<file path="src/sv/lse_pkg.sv">
// Shared types and constants for the LSB stego extractor.
`default_nettype none
package lse_pkg;

    localparam int MAX_MAGIC_LEN_DEF = 8;
    localparam int LENGTH_BITS_DEF   = 32;

    localparam int CNT_W  = 32;
    localparam int BIDX_W = 5;
    localparam int APB_AW = 5;
    localparam int APB_DW = 64;

    localparam logic [7:0]  HEADER_SKIP_RST = 8'd54;
    localparam logic [63:0] MAGIC_WORD_RST  = 64'd8989;
    localparam logic [3:0]  MAGIC_LEN_RST   = 4'd2;

    localparam logic [1:0] REG_HEADER_SKIP = 2'd0;
    localparam logic [1:0] REG_MAGIC_WORD  = 2'd1;
    localparam logic [1:0] REG_MAGIC_LEN   = 2'd2;

    typedef enum logic [2:0] {
        PH_SKIP,
        PH_MAGIC,
        PH_EXT_LEN,
        PH_EXT,
        PH_PAY_LEN,
        PH_PAY,
        PH_DONE
    } t_phase;

    typedef enum logic [2:0] {
        KIND_EXT_CHAR = 3'd0,
        KIND_PAY_BYTE = 3'd1,
        KIND_EXT_LEN  = 3'd2,
        KIND_PAY_LEN  = 3'd3,
        KIND_MISMATCH = 3'd4
    } t_kind;

    typedef struct packed {
        logic [7:0]  header_skip;
        logic [63:0] magic_word;
        logic [3:0]  magic_len;
    } t_cfg;

    typedef struct packed {
        t_kind       kind;
        logic [31:0] value;
        logic        last;
    } t_result;

endpackage
`default_nettype wire

</file>
<file path="src/sv/lsb_stego_extractor_top.sv">
// Top level of the LSB stego extractor.
// An accepted word is registered; its result, if any, is then buffered for the output.
// Throughput: one image word per cycle while the input is not stalled.
// Input stalls only while a word is held and the two-entry result buffer is full.
// Reset (synchronous, active low) restores default registers and the header skip phase.
`default_nettype none
module lsb_stego_extractor_top #(
    parameter int MAX_MAGIC_LEN = lse_pkg::MAX_MAGIC_LEN_DEF,
    parameter int LENGTH_BITS   = lse_pkg::LENGTH_BITS_DEF
) (
    input  wire logic                       i_clk,
    input  wire logic                       i_rst_n,
    input  wire logic                       i_in_valid,
    output logic                            o_in_stall,
    input  wire logic [7:0]                 i_pixel_byte,
    input  wire logic                       i_new_image,
    output logic                            o_out_valid,
    input  wire logic                       i_out_stall,
    output logic      [2:0]                 o_kind,
    output logic      [31:0]                o_value,
    output logic                            o_last,
    input  wire logic                       psel,
    input  wire logic                       penable,
    input  wire logic                       pwrite,
    input  wire logic [lse_pkg::APB_AW-1:0] paddr,
    input  wire logic [lse_pkg::APB_DW-1:0] pwdata,
    output logic      [lse_pkg::APB_DW-1:0] prdata,
    output logic                            pready
);

    lse_pkg::t_cfg    cfg;
    lse_pkg::t_result parse_res;
    lse_pkg::t_result out_res;
    logic             parse_push;
    logic             fifo_full;
    logic             proc;
    logic             accept;

    logic r_in_valid, n_in_valid;
    logic r_in_bit;
    logic r_in_new;

    assign o_in_stall = r_in_valid & fifo_full;
    assign accept     = i_in_valid & ~o_in_stall;
    assign proc       = r_in_valid & ~fifo_full;
    assign n_in_valid = accept | (r_in_valid & ~proc);

    always_ff @(posedge i_clk) begin
        if (!i_rst_n) begin
            r_in_valid <= 1'b0;
        end else begin
            r_in_valid <= n_in_valid;
        end
    end

    always_ff @(posedge i_clk) begin
        if (accept) begin
            r_in_bit <= i_pixel_byte[0];
            r_in_new <= i_new_image;
        end
    end

    lse_cfg u_cfg (
        .i_clk   (i_clk),
        .i_rst_n (i_rst_n),
        .psel    (psel),
        .penable (penable),
        .pwrite  (pwrite),
        .paddr   (paddr),
        .pwdata  (pwdata),
        .prdata  (prdata),
        .pready  (pready),
        .o_cfg   (cfg)
    );

    lse_parser #(
        .MAX_MAGIC_LEN (MAX_MAGIC_LEN),
        .LENGTH_BITS   (LENGTH_BITS)
    ) u_parser (
        .i_clk       (i_clk),
        .i_rst_n     (i_rst_n),
        .i_proc      (proc),
        .i_bit       (r_in_bit),
        .i_new_image (r_in_new),
        .i_cfg       (cfg),
        .o_push      (parse_push),
        .o_result    (parse_res)
    );

    lse_out_fifo u_out_fifo (
        .i_clk   (i_clk),
        .i_rst_n (i_rst_n),
        .i_push  (parse_push & proc),
        .i_data  (parse_res),
        .i_pop   (~i_out_stall),
        .o_valid (o_out_valid),
        .o_data  (out_res),
        .o_full  (fifo_full)
    );

    assign o_kind  = out_res.kind;
    assign o_value = out_res.value;
    assign o_last  = out_res.last;

endmodule
`default_nettype wire

</file>
<file path="src/sv/lse_cfg.sv">
// APB register file holding the extractor configuration.
`default_nettype none
module lse_cfg (
    input  wire logic                       i_clk,
    input  wire logic                       i_rst_n,
    input  wire logic                       psel,
    input  wire logic                       penable,
    input  wire logic                       pwrite,
    input  wire logic [lse_pkg::APB_AW-1:0] paddr,
    input  wire logic [lse_pkg::APB_DW-1:0] pwdata,
    output logic      [lse_pkg::APB_DW-1:0] prdata,
    output logic                            pready,
    output lse_pkg::t_cfg                   o_cfg
);

    lse_pkg::t_cfg r_cfg;
    logic [1:0]    reg_sel;
    logic          wr_en;

    assign reg_sel = paddr[4:3];
    assign wr_en   = psel & penable & pwrite;
    assign pready  = 1'b1;
    assign o_cfg   = r_cfg;

    always_ff @(posedge i_clk) begin
        if (!i_rst_n) begin
            r_cfg.header_skip <= lse_pkg::HEADER_SKIP_RST;
            r_cfg.magic_word  <= lse_pkg::MAGIC_WORD_RST;
            r_cfg.magic_len   <= lse_pkg::MAGIC_LEN_RST;
        end else if (wr_en) begin
            case (reg_sel)
                lse_pkg::REG_HEADER_SKIP: r_cfg.header_skip <= pwdata[7:0];
                lse_pkg::REG_MAGIC_WORD:  r_cfg.magic_word  <= pwdata;
                lse_pkg::REG_MAGIC_LEN:   r_cfg.magic_len   <= pwdata[3:0];
                default: ;
            endcase
        end
    end

    always_comb begin
        case (reg_sel)
            lse_pkg::REG_HEADER_SKIP: prdata = {56'd0, r_cfg.header_skip};
            lse_pkg::REG_MAGIC_WORD:  prdata = r_cfg.magic_word;
            lse_pkg::REG_MAGIC_LEN:   prdata = {60'd0, r_cfg.magic_len};
            default:                  prdata = '0;
        endcase
    end

endmodule
`default_nettype wire

</file>
<file path="src/sv/lse_parser.sv">
// Parse state machine: one hidden bit per word, emits decoded fields.
`default_nettype none
module lse_parser #(
    parameter int MAX_MAGIC_LEN = lse_pkg::MAX_MAGIC_LEN_DEF,
    parameter int LENGTH_BITS   = lse_pkg::LENGTH_BITS_DEF
) (
    input  wire logic          i_clk,
    input  wire logic          i_rst_n,
    input  wire logic          i_proc,
    input  wire logic          i_bit,
    input  wire logic          i_new_image,
    input  wire lse_pkg::t_cfg i_cfg,
    output logic               o_push,
    output lse_pkg::t_result   o_result
);

    localparam logic [lse_pkg::BIDX_W:0] LEN_WIDTH = (lse_pkg::BIDX_W+1)'(LENGTH_BITS);
    localparam logic [lse_pkg::BIDX_W:0] CHR_WIDTH = (lse_pkg::BIDX_W+1)'(8);
    localparam logic [3:0]               MAX_LEN   = 4'(MAX_MAGIC_LEN);

    lse_pkg::t_phase              r_phase,  n_phase;
    logic [lse_pkg::BIDX_W-1:0]   r_bidx,   n_bidx;
    logic [LENGTH_BITS-1:0]       r_gather, n_gather;
    logic [lse_pkg::CNT_W-1:0]    r_cnt,    n_cnt;
    logic [31:0]                  r_runlen, n_runlen;
    logic                         r_mism,   n_mism;

    lse_pkg::t_phase              s_phase;
    logic [lse_pkg::BIDX_W-1:0]   s_bidx;
    logic [LENGTH_BITS-1:0]       s_gather;
    logic [lse_pkg::CNT_W-1:0]    s_cnt;
    logic [31:0]                  s_runlen;
    logic                         s_mism;

    logic                         skipping;
    logic [lse_pkg::BIDX_W:0]     bidx_inc;
    logic                         full;
    logic [LENGTH_BITS-1:0]       shifted;
    logic [7:0]                   ch;
    logic [31:0]                  len_eff;
    logic [lse_pkg::CNT_W-1:0]    cnt_inc;
    logic [3:0]                   mlen;
    logic [2:0]                   byte_sel;
    logic [7:0]                   expect_ch;
    logic                         mism_next;

    always_ff @(posedge i_clk) begin
        if (!i_rst_n) begin
            r_phase  <= lse_pkg::PH_SKIP;
            r_bidx   <= '0;
            r_gather <= '0;
            r_cnt    <= '0;
            r_runlen <= '0;
            r_mism   <= 1'b0;
        end else if (i_proc) begin
            r_phase  <= n_phase;
            r_bidx   <= n_bidx;
            r_gather <= n_gather;
            r_cnt    <= n_cnt;
            r_runlen <= n_runlen;
            r_mism   <= n_mism;
        end
    end

    always_comb begin
        // restart on new image
        if (i_new_image) begin
            s_phase  = lse_pkg::PH_SKIP;
            s_bidx   = '0;
            s_gather = '0;
            s_cnt    = '0;
            s_runlen = '0;
            s_mism   = 1'b0;
        end else begin
            s_phase  = r_phase;
            s_bidx   = r_bidx;
            s_gather = r_gather;
            s_cnt    = r_cnt;
            s_runlen = r_runlen;
            s_mism   = r_mism;
        end

        skipping = 1'b0;
        if (s_phase == lse_pkg::PH_SKIP) begin
            if (s_cnt < lse_pkg::CNT_W'(i_cfg.header_skip)) begin
                skipping = 1'b1;
            end else begin
                s_phase  = lse_pkg::PH_MAGIC;
                s_cnt    = '0;
                s_bidx   = '0;
                s_gather = '0;
            end
        end

        bidx_inc = {1'b0, s_bidx} + 1'b1;
        if (s_phase == lse_pkg::PH_EXT_LEN || s_phase == lse_pkg::PH_PAY_LEN) begin
            full = bidx_inc >= LEN_WIDTH;
        end else begin
            full = bidx_inc >= CHR_WIDTH;
        end
        shifted = {s_gather[LENGTH_BITS-2:0], i_bit};
        ch      = shifted[7:0];
        len_eff = shifted[LENGTH_BITS-1] ? 32'd0 : 32'(shifted);
        cnt_inc = s_cnt + 1'b1;

        if (i_cfg.magic_len == 4'd0) begin
            mlen = 4'd1;
        end else if (i_cfg.magic_len > MAX_LEN) begin
            mlen = MAX_LEN;
        end else begin
            mlen = i_cfg.magic_len;
        end
        byte_sel = 3'(mlen - 4'd1 - s_cnt[3:0]);
        if (s_cnt < lse_pkg::CNT_W'(mlen)) begin
            expect_ch = i_cfg.magic_word[8*byte_sel +: 8];
        end else begin
            expect_ch = 8'd0;
        end
        mism_next = s_mism | (ch != expect_ch);

        n_phase  = s_phase;
        n_bidx   = s_bidx;
        n_gather = s_gather;
        n_cnt    = s_cnt;
        n_runlen = s_runlen;
        n_mism   = s_mism;
        o_push   = 1'b0;
        o_result = '{kind: lse_pkg::KIND_EXT_CHAR, value: 32'd0, last: 1'b0};

        if (skipping) begin
            n_cnt = cnt_inc;
        end else if (s_phase != lse_pkg::PH_DONE && s_phase != lse_pkg::PH_SKIP) begin
            if (!full) begin
                n_gather = shifted;
                n_bidx   = bidx_inc[lse_pkg::BIDX_W-1:0];
            end else begin
                n_gather = '0;
                n_bidx   = '0;
                case (s_phase)
                    lse_pkg::PH_MAGIC: begin
                        n_mism = mism_next;
                        if (cnt_inc >= lse_pkg::CNT_W'(mlen)) begin
                            n_cnt = '0;
                            if (mism_next) begin
                                n_phase  = lse_pkg::PH_DONE;
                                o_push   = 1'b1;
                                o_result = '{kind: lse_pkg::KIND_MISMATCH, value: 32'd0,
                                             last: 1'b1};
                            end else begin
                                n_phase = lse_pkg::PH_EXT_LEN;
                            end
                        end else begin
                            n_cnt = cnt_inc;
                        end
                    end
                    lse_pkg::PH_EXT_LEN: begin
                        n_runlen = len_eff;
                        n_cnt    = '0;
                        n_phase  = (len_eff != 32'd0) ? lse_pkg::PH_EXT : lse_pkg::PH_PAY_LEN;
                        o_push   = 1'b1;
                        o_result = '{kind: lse_pkg::KIND_EXT_LEN, value: len_eff, last: 1'b0};
                    end
                    lse_pkg::PH_EXT: begin
                        if (cnt_inc >= s_runlen) begin
                            n_cnt   = '0;
                            n_phase = lse_pkg::PH_PAY_LEN;
                        end else begin
                            n_cnt = cnt_inc;
                        end
                        o_push   = 1'b1;
                        o_result = '{kind: lse_pkg::KIND_EXT_CHAR, value: {24'd0, ch},
                                     last: 1'b0};
                    end
                    lse_pkg::PH_PAY_LEN: begin
                        n_runlen = len_eff;
                        n_cnt    = '0;
                        n_phase  = (len_eff != 32'd0) ? lse_pkg::PH_PAY : lse_pkg::PH_DONE;
                        o_push   = 1'b1;
                        o_result = '{kind: lse_pkg::KIND_PAY_LEN, value: len_eff,
                                     last: (len_eff == 32'd0)};
                    end
                    lse_pkg::PH_PAY: begin
                        n_cnt  = cnt_inc;
                        o_push = 1'b1;
                        if (cnt_inc >= s_runlen) begin
                            n_phase  = lse_pkg::PH_DONE;
                            o_result = '{kind: lse_pkg::KIND_PAY_BYTE, value: {24'd0, ch},
                                         last: 1'b1};
                        end else begin
                            o_result = '{kind: lse_pkg::KIND_PAY_BYTE, value: {24'd0, ch},
                                         last: 1'b0};
                        end
                    end
                    default: ;
                endcase
            end
        end
    end

endmodule
`default_nettype wire

</file>
<file path="src/sv/lse_out_fifo.sv">
// Two-entry result buffer between the parser and the output port.
`default_nettype none
module lse_out_fifo (
    input  wire logic             i_clk,
    input  wire logic             i_rst_n,
    input  wire logic             i_push,
    input  wire lse_pkg::t_result i_data,
    input  wire logic             i_pop,
    output logic                  o_valid,
    output lse_pkg::t_result      o_data,
    output logic                  o_full
);

    lse_pkg::t_result r_mem [2];
    logic             r_wptr, n_wptr;
    logic             r_rptr, n_rptr;
    logic [1:0]       r_count, n_count;
    logic             do_pop;

    assign o_valid = (r_count != 2'd0);
    assign o_full  = (r_count == 2'd2);
    assign o_data  = r_mem[r_rptr];
    assign do_pop  = i_pop & o_valid;

    always_comb begin
        n_wptr  = i_push ? ~r_wptr : r_wptr;
        n_rptr  = do_pop ? ~r_rptr : r_rptr;
        n_count = r_count + {1'b0, i_push} - {1'b0, do_pop};
    end

    always_ff @(posedge i_clk) begin
        if (!i_rst_n) begin
            r_wptr  <= 1'b0;
            r_rptr  <= 1'b0;
            r_count <= 2'd0;
        end else begin
            r_wptr  <= n_wptr;
            r_rptr  <= n_rptr;
            r_count <= n_count;
        end
    end

    always_ff @(posedge i_clk) begin
        if (i_push) begin
            r_mem[r_wptr] <= i_data;
        end
    end

endmodule
`default_nettype wire

</file>
<file path="config.mk">
export PLATFORM = sky130hd
export DESIGN_NAME = lsb_stego_extractor_top
export DESIGN_NICKNAME = d
export VERILOG_FILES = /design/src/sv/lse_pkg.sv /design/src/sv/lsb_stego_extractor_top.sv /design/src/sv/lse_cfg.sv /design/src/sv/lse_parser.sv /design/src/sv/lse_out_fifo.sv
export SDC_FILE = /design/constraint.sdc
export NUM_CORES = 1
export LEC_CHECK = 0
export ABC_CLOCK_PERIOD_IN_PS = 13500
export BUFFER_PORTS_ARGS = -buffer_cell sky130_fd_sc_hd__buf_2
export CAP_MARGIN = 20
export CORE_MARGIN = 1.5
export CORE_UTILIZATION = 45
export CTS_CLUSTER_DIAMETER = 120
export DETAILED_ROUTE_END_ITERATION = 10
export PLACE_DENSITY_LB_ADDON = 0.08
export SLEW_MARGIN = 10
export SYNTH_ARGS = -nofsm -noshare
export SYNTH_HDL_FRONTEND = slang
export SYNTH_SLANG_ARGS = --single-unit
</file>
<file path="constraint.sdc">
create_clock -name i_clk -period 13.5 [get_ports i_clk]
set_input_delay 2.7 -clock i_clk [delete_from_list [all_inputs] [get_ports i_clk]]
set_output_delay 2.7 -clock i_clk [all_outputs]
set_load 0.005 [all_outputs]
</file>
Word level (Yosys, flattened, before mapping)
Memories as Yosys holds them, arrays and structs flattened. A register that Yosys moved wholly into a read port is not among the register bits.
Index checks and enable logic that the tools add are counted.
W data, S select, Z words.
{"block": "op_classes", "eq_ne": 10, "reduce_logical": 14, "n_addsub": 6, "n_mux": 69, "shift": 1, "bitwise": 16, "order_cmp": 7}
{"op": "$mux W32", "count": 19}
{"op": "$pmux W64 S3", "count": 1}
{"op": "$mux W36", "count": 5}
{"op": "$pmux W36 S5", "count": 1}
{"op": "$pmux W32 S4", "count": 1}
{"op": "$shiftx A64 B7 Y8", "count": 1}
{"op": "$mux W3", "count": 11}
{"op": "$add A32 B1 Y32 const B", "count": 1}
{"op": "$ge A32 B32 Y1", "count": 1}
{"op": "$ge A32 B4 Y1", "count": 1}
{"op": "$logic_not A32 Y1", "count": 1}
{"op": "$lt A32 B4 Y1", "count": 1}
{"op": "$lt A32 B8 Y1", "count": 1}
{"op": "$reduce_bool A32 Y1", "count": 1}
{"op": "$mux W31", "count": 1}
{"op": "$mux W5", "count": 6}
{"op": "$mux W1", "count": 18}
{"op": "$pmux W3 S5", "count": 1}
{"op": "$and A1 B1 Y1", "count": 8}
{"op": "$mux W4", "count": 2}
{"op": "$mux W8", "count": 1}
{"op": "$ne A8 B8 Y1", "count": 1}
{"op": "$add A5 B1 Y6 const B", "count": 1}
{"op": "$eq A3 B2 Y1 const B", "count": 2}
{"op": "26 further kinds", "count": 36}
{"block": "word_totals", "out_inout_bits": 103, "ram_bits": 72, "word_cells": 139, "n_memories": 1, "reg_bits": 188, "inputBits": 85}
{"name": "u_out_fifo.r_mem", "words": 2, "word_bits": 36, "read_ports": 1, "rd_clocked_by_memory_dff": 1, "wr": 1, "line": "lse_out_fifo.sv:14", "source": "lse_pkg::t_result r_mem [2];"}

Depth between registers and ports, before layout
{"block": "depth", "depth_word": 18, "mapped_depth": 35, "ltp_nobuf": 28}

By module
Synthesis repeated with hierarchy kept, for this count alone.
{"block": "unflattened", "hier_cells": 1622, "hier_area_um2": 15262.1}
{"module": "lse_parser", "cells_each": 1060, "area_each_um2": 8478.1, "n_inst": 1, "seq_area_each_um2": 2082.0}
{"module": "lse_cfg", "cells_each": 418, "area_each_um2": 3667.3, "n_inst": 1, "seq_area_each_um2": 1521.5}
{"module": "lse_out_fifo", "cells_each": 135, "area_each_um2": 2995.4, "n_inst": 1, "seq_area_each_um2": 2262.2}
{"module": "lsb_stego_extractor_top", "cells_each": 9, "area_each_um2": 121.4, "n_inst": 1, "seq_area_each_um2": 80.1}

Least setup slack after synthesis
Ideal clock, no wire load.
{"block": "synth_timing", "path_kind": "reg2reg", "from": "register r_in_new", "to": "memory u_out_fifo.r_mem[0][0] in the netlist's numbering (enable)", "stages_incl_launch_ff": 30, "synth_period_minus_slack_ns": 8.495, "t_arrival_ns": 8.068, "setup_time_ns": 0.427, "path_buffers": 9, "slack_ns": 5.005, "t_required_ns": 13.073, "cell_sequence": "edfxtp_1 -> buf_2 -> buf_1 -> clkbuf_1 -> clkbuf_1 -> nor2b_1 -> ha_1 -> and4_1 -> and3_1 -> a22oi_1 -> nand2_1 -> o31ai_2 -> clkbuf_1 -> buf_1 -> clkbuf_1 -> nand2_1 -> ha_1 -> fa_1 -> clkbuf_1 -> clkbuf_1 -> mux4_2 -> nand3_1 -> o21ai_0 -> mux2i_1 -> nor2_1 -> o32ai_1 -> nor3_1 -> a21oi_1 -> inv_1 -> nor2_1"}
{"block": "synth_via", "elab_chain_cells": 18, "elab_cells_between_ends": 48, "classes_between": "3 x add/sub; 5 x order compare; 7 x eq/ne; 1 x shift; 25 x mux; 2 x bitwise; 5 x reduce/logical"}
{"element": "start, declared", "line": "lsb_stego_extractor_top.sv:41", "source": "logic r_in_new;"}
{"element": "start signal, assigned", "line": "lsb_stego_extractor_top.sv:59", "source": "r_in_new <= i_new_image;"}
{"element": "parallel branches: the longest is 14 deep, another holds $lt A32 B8 Y1"}
{"element": "$mux W1 *", "line": "lse_parser.sv:130", "source": "if (skipping) begin"}
{"element": "$and A1 B1 Y1 *", "line": "lsb_stego_extractor_top.sv:93", "source": ".i_push (parse_push & proc),"}
{"element": "$mux W1 *", "line": "lse_out_fifo.sv:44", "source": "if (i_push) begin"}
{"element": "$mux W1 (implied by the code) *", "line": "lse_out_fifo.sv:45", "source": "r_mem[r_wptr] <= i_data;"}
{"element": "end, declared", "line": "lse_out_fifo.sv:14"}
Mark *: on every way between the ends.

Final worst setup path
{"block": "layout_timing", "from": "register r_in_new", "to": "register u_parser.r_cnt[6] in the netlist's numbering"}
{"block": "layout_via", "elab_chain_cells": 11, "elab_cells_between_ends": 37, "classes_between": "2 x add/sub; 5 x order compare; 6 x eq/ne; 19 x mux; 5 x reduce/logical"}
{"element": "$mux W32", "line": "lse_parser.sv:67", "source": "if (i_new_image) begin"}
{"element": "$lt A32 B8 Y1", "line": "lse_parser.sv:85", "source": "if (s_cnt < lse_pkg::CNT_W'(i_cfg.header_skip)) begin"}
{"element": "$mux W32", "line": "lse_parser.sv:85"}
{"element": "$mux W32", "line": "lse_parser.sv:84", "source": "if (s_phase == lse_pkg::PH_SKIP) begin"}
{"element": "$add A32 B1 Y32", "line": "lse_parser.sv:104", "source": "cnt_inc = s_cnt + 1'b1;"}
{"element": "$ge A32 B32 Y1 / $ge A32 B4 Y1 (equally long branches)", "line": "lse_parser.sv:164, lse_parser.sv:142"}
{"element": "$mux W32, on equally long branches", "line": "lse_parser.sv:164, lse_parser.sv:142"}
{"element": "$pmux W32 S4", "line": "lse_parser.sv:139", "source": "case (s_phase)"}
{"element": "$mux W32", "line": "lse_parser.sv:133", "source": "if (!full) begin"}
{"element": "$mux W32", "line": "lse_parser.sv:132", "source": "end else if (s_phase != lse_pkg::PH_DONE && s_phase != lse_pkg::PH_SKIP) begin"}
{"element": "$mux W32 *", "line": "lse_parser.sv:130"}
{"element": "end signal, assigned", "line": "lse_parser.sv:59", "source": "r_cnt <= n_cnt;"}
{"element": "end, declared", "line": "lse_parser.sv:24", "source": "logic [lse_pkg::CNT_W-1:0] r_cnt, n_cnt;"}
Mark *: on every way between the ends. The rest lies on a longest branch, timed or not.
A chain may end at the register's enable or synchronous reset.

==> results.txt <==
----------------------------------------------------
[Outcome]
  Outcome ... finished, final reports clean

[Yosys]
  Mapped Nets ... between 1500 and 2000
  Post-Syn Instances ... 1554
  Number of enable flip-flop cells after synthesis ... 72
  Top post-synthesis cells by area ... dfxtp_1 (26%), edfxtp_1 (15%), nand2_1 (5.4%)
  Share of synthesized registers carrying an async set or reset ... 0%
  Register area share after synthesis ... 41.1%
  Number of warnings reported in the yosys synthesis log ... 0
  Post-synthesis sequential element count ... about 260
  Ys flop type ... dfxtp_1
  Cell type contributing the most total cell area after synthesis ... dfxtp_1
  Summed instance area of the synthesized netlist ... 14300 um2
  Number of distinct standard cells referenced by the synthesized netlist ... 86
  Share of the synthesized area in the top cell type ... 26.0%
  Synthesized area divided by synthesized cell count ... just over 9 um2

[Power and ir drop]
  Combinational group share of total power ... a little under an eighth
  Total Power ... 1.80 mW
  Share of total power in sequential cells ... 45.1%
  Leakage ... 6.15 nW
  Switching component of the power ... approximately 0.45 mW
  Internal cell power ... ~1.4 mW
  Switching share of power ... 25.1%
  Cell Pwr Density ... approximately 110 nW/um2
  Clk network pwr share ... 43.1%
  Worst IR Drop VDD ... between 0.09 and 0.1 mV

[Layout]
  Leading cell type in the layout, fill and taps excluded ... nand2_1
  Fin nets ... 1798
  Antenna Diode Count ... 0
  Utilization after layout ... 52.0%
  Share of cells above drive strength 1 ... between 10% and 20%
  Area delta synth->final ... 14.2%
  Final-layout fill cell count ... around 3000
  Top library cells by usage in the layout, fill and taps aside ... nand2_1 (205), dfxtp_1 (186), buf_2 (174), nor2b_1 (91), nor2_1 (79)

[Critical path]
  R2R Setup Slk ... 5.54 ns
  Start of the worst register-to-register path ... r_in_new
  Length in cells of the worst reg-to-reg path ... 30
  Arrival time reported for the critical path endpoint ... between 8 and 9 ns
  Required time of the worst setup path ... 13.94 ns
  Worst Setup Start Kind ... flop
  Reg2Reg Capture Point ... u_parser.r_cnt[6]
  Critical path class ... flop to flop
  Critical path peak fanout ... 71
  Master of the slowest instance on the critical path ... buf_4
  Worst Setup EP ... u_parser.r_cnt[6]
  Kind of end point of the critical path ... flop
  Worst setup path startpoint ... r_in_new
  Delay of the slowest cell on the worst path ... 0.56 ns

[Die]
  Area of the die ... 32900 um2
  Number of primary I/O pins ... between 150 and 200
  Initial Utilization ... 45.5%
  CORE AREA ... around 31000 um2
  Die height ... 181 um
  Width of the chip ... 181 um
  Site Rows ... 65

[Routing]
  WL final ... slightly below 40 mm
  Number of remaining DRC errors ... 0
  Number of vias per cell ... 5.62
  Total number of vias ... 11700
  First-pass iteration count of the detailed router ... 5
  Antenna-violating nets left ... 0
  Average detailed-routed wire length per instance ... 18.7 um
  1st-iter DRT viols ... 643

[Timing]
  Setup_tns ... 0 ns
  Count of final hold-check violations ... 0
  Setup violators final ... 0
  Clock Skews ... between 0.01 and 0.015 ns
  Worst slew pin tran ... 1.05 ns
  Shortest period the worst path allows ... approximately 8 ns
  Setup repair after global routing missed its margin ... no
  Final number of max-transition violations ... 0
  Peak clock frequency supported by timing ... 0.126 GHz
  Final Cycle Share ... between 50% and 60%
  Worst hold slack ... 0.477 ns
  Headroom to the max-slew limit ... about 30%

[Global routing]
  Via count of the first global-routing pass ... 11500
  Maximum number of pins on one net before global-route repair ... 86
  Global-route usage over all layers ... 23.5%
  Overflow left after global routing ... 0
  Wire length of the first global-routing pass ... around 63 mm
  Number of antenna violations at the first check in global routing ... 1

[CTS]
  Maximum clock path buffer count ... 3
  Register clock-pin slew on the reported worst setup and hold paths ... 0.06 ns
  Number of sinks on the clock net ... 258
  Max H-tree Level ... 1
  Setup Fix Bufs, Post-CTS ... 0
  CTS Hold Buffers Added ... 0
  Number of buffers created by CTS ... 29
  Clk_lat worst skew ... 0.55 ns
  Resized cells post-CTS ... 0
  Cell chosen for the clock root ... clkbuf_16
  TritonCTS clock tree ... done

[Min path]
  Min-delay worst type ... flop to flop
  Source of the worst hold timing path ... u_cfg.o_cfg[43]
  Depth of the worst hold-timing path ... 2

[Placement]
  HPWL after detailed placement ... 26.9 mm
  Count of input and output buffers ... between 150 and 200
  Weighted congestion at the end of routability-driven global placement ... 0.862

[Flow run]
  Count of max-cap constraint violations ... 0

----------------------------------------------------
Yosys cell counts, drive strengths merged, types with 5 or more instances:
cell    count
nor2b      92
a21o       17
and3       40
a211o       5
clkbuf     89
a22oi      63
nand3      37
nor3b       7
nor2       81
xor2       18
nor4       19
o211ai     11
o21ai      42
buf        29
edfxtp     72
xnor2      24
o21a        5
a211oi      7
dfxtp     186
a21oi      30
nand4      25
a21boi     61
o31ai      14
a22o       17
mux2i      30
or3         5
nor3       13
mux2       39
and2       77
ha         48
inv        28
nand2b     43
nand2     205
mux4       16
how the worst min path moves through the flow:
stage,slack [ns],end
2_1_floorplan,0.45,u_cfg.o_cfg[20]
3_3_place_gp,0.46,u_cfg.o_cfg[43]
3_5_place_dp,0.47,u_cfg.o_cfg[43]
4_1_cts,0.48,u_cfg.o_cfg[43]
5_1_grt,0.51,u_cfg.o_cfg[27]
6_report,0.48,u_cfg.o_cfg[43]
state kept, by name (all words and copies together), names as in the netlist, named ones only:
register / cells
u_out_fifo.r_wptr: 1
r_in_bit: 1
u_cfg.o_cfg: 76
u_out_fifo.r_count: 2
r_in_new: 1
u_parser.r_cnt: 32
u_out_fifo.r_mem: 70
u_parser.r_phase: 3
u_parser.r_runlen: 32
u_parser.r_mism: 1
u_parser.r_bidx: 5
r_in_valid: 1
u_parser.r_gather: 31
u_out_fifo.r_rptr: 1
critical path: cells and delay by family (launching register included):
family	cells	cell delay, ns
AND/OR/NAND/NOR	13	3.14
AO/OA/AOI/OAI	9	2.26
buffers and inverters	5	1.41
adder cells (fa/ha/maj)	3	0.68
flip-flops	1	0.32
cell families after synthesis:
family          synth area share (%)
fa+ha+maj                       4.40
other cells                   0.0524
buf+inv                         4.09
compound gates                  15.6
xor+xnor                        2.57
simple gates                    24.5
flops                           41.1
mux                             7.70
area by class of cell:
| type | count | area [um2] | share of cell area (%) |
|---|---|---|---|
| multi-input combinational | 1150 | 7890 | 48.2 |
| sequential | 258 | 5890 | 36.0 |
| timing repair buffer | 197 | 1050 | 6.44 |
| clock buffer | 42 | 825 | 5.04 |
| tap | 402 | 503 | 3.07 |
| clock inverter | 11 | 109 | 0.665 |
| inverter | 28 | 105 | 0.642 |
per-layer routing:
layer	share of wire [%]	routed length (um)	vias to the layer above	global-route usage [%]
met4	2.6	1030	2	6.90
met2	48	18700	310	40.4
met3	5.8	2270	56	4.73
met5	0.026	10	-	0
met1	44	17000	5615	29.8
li1	-	-	5742	-
per-stage QoR:
stage / instance area [um2] / std cells / setup WS, ns
2_1_floorplan: 14300 / 1554 / 5.00
3_3_place_gp: 15400 / 2033 / 5.58
3_5_place_dp: 15400 / 2034 / 5.53
4_1_cts: 16400 / 2087 / 5.50
5_1_grt: 16400 / 2088 / 4.87
6_report: 16400 / 2088 / 5.54
power by group through the flow:
stage               clock, mW  sequential (mW)  combinational, mW
finish                  0.778            0.812              0.213
global route            0.827            0.813              0.233
CTS                     0.796            0.812              0.215
detailed placement          0            0.829              0.214
global placement            0            0.829              0.212
floorplan                   0            0.825              0.150
No activity file was read; power rests on OpenSTA's default activity.
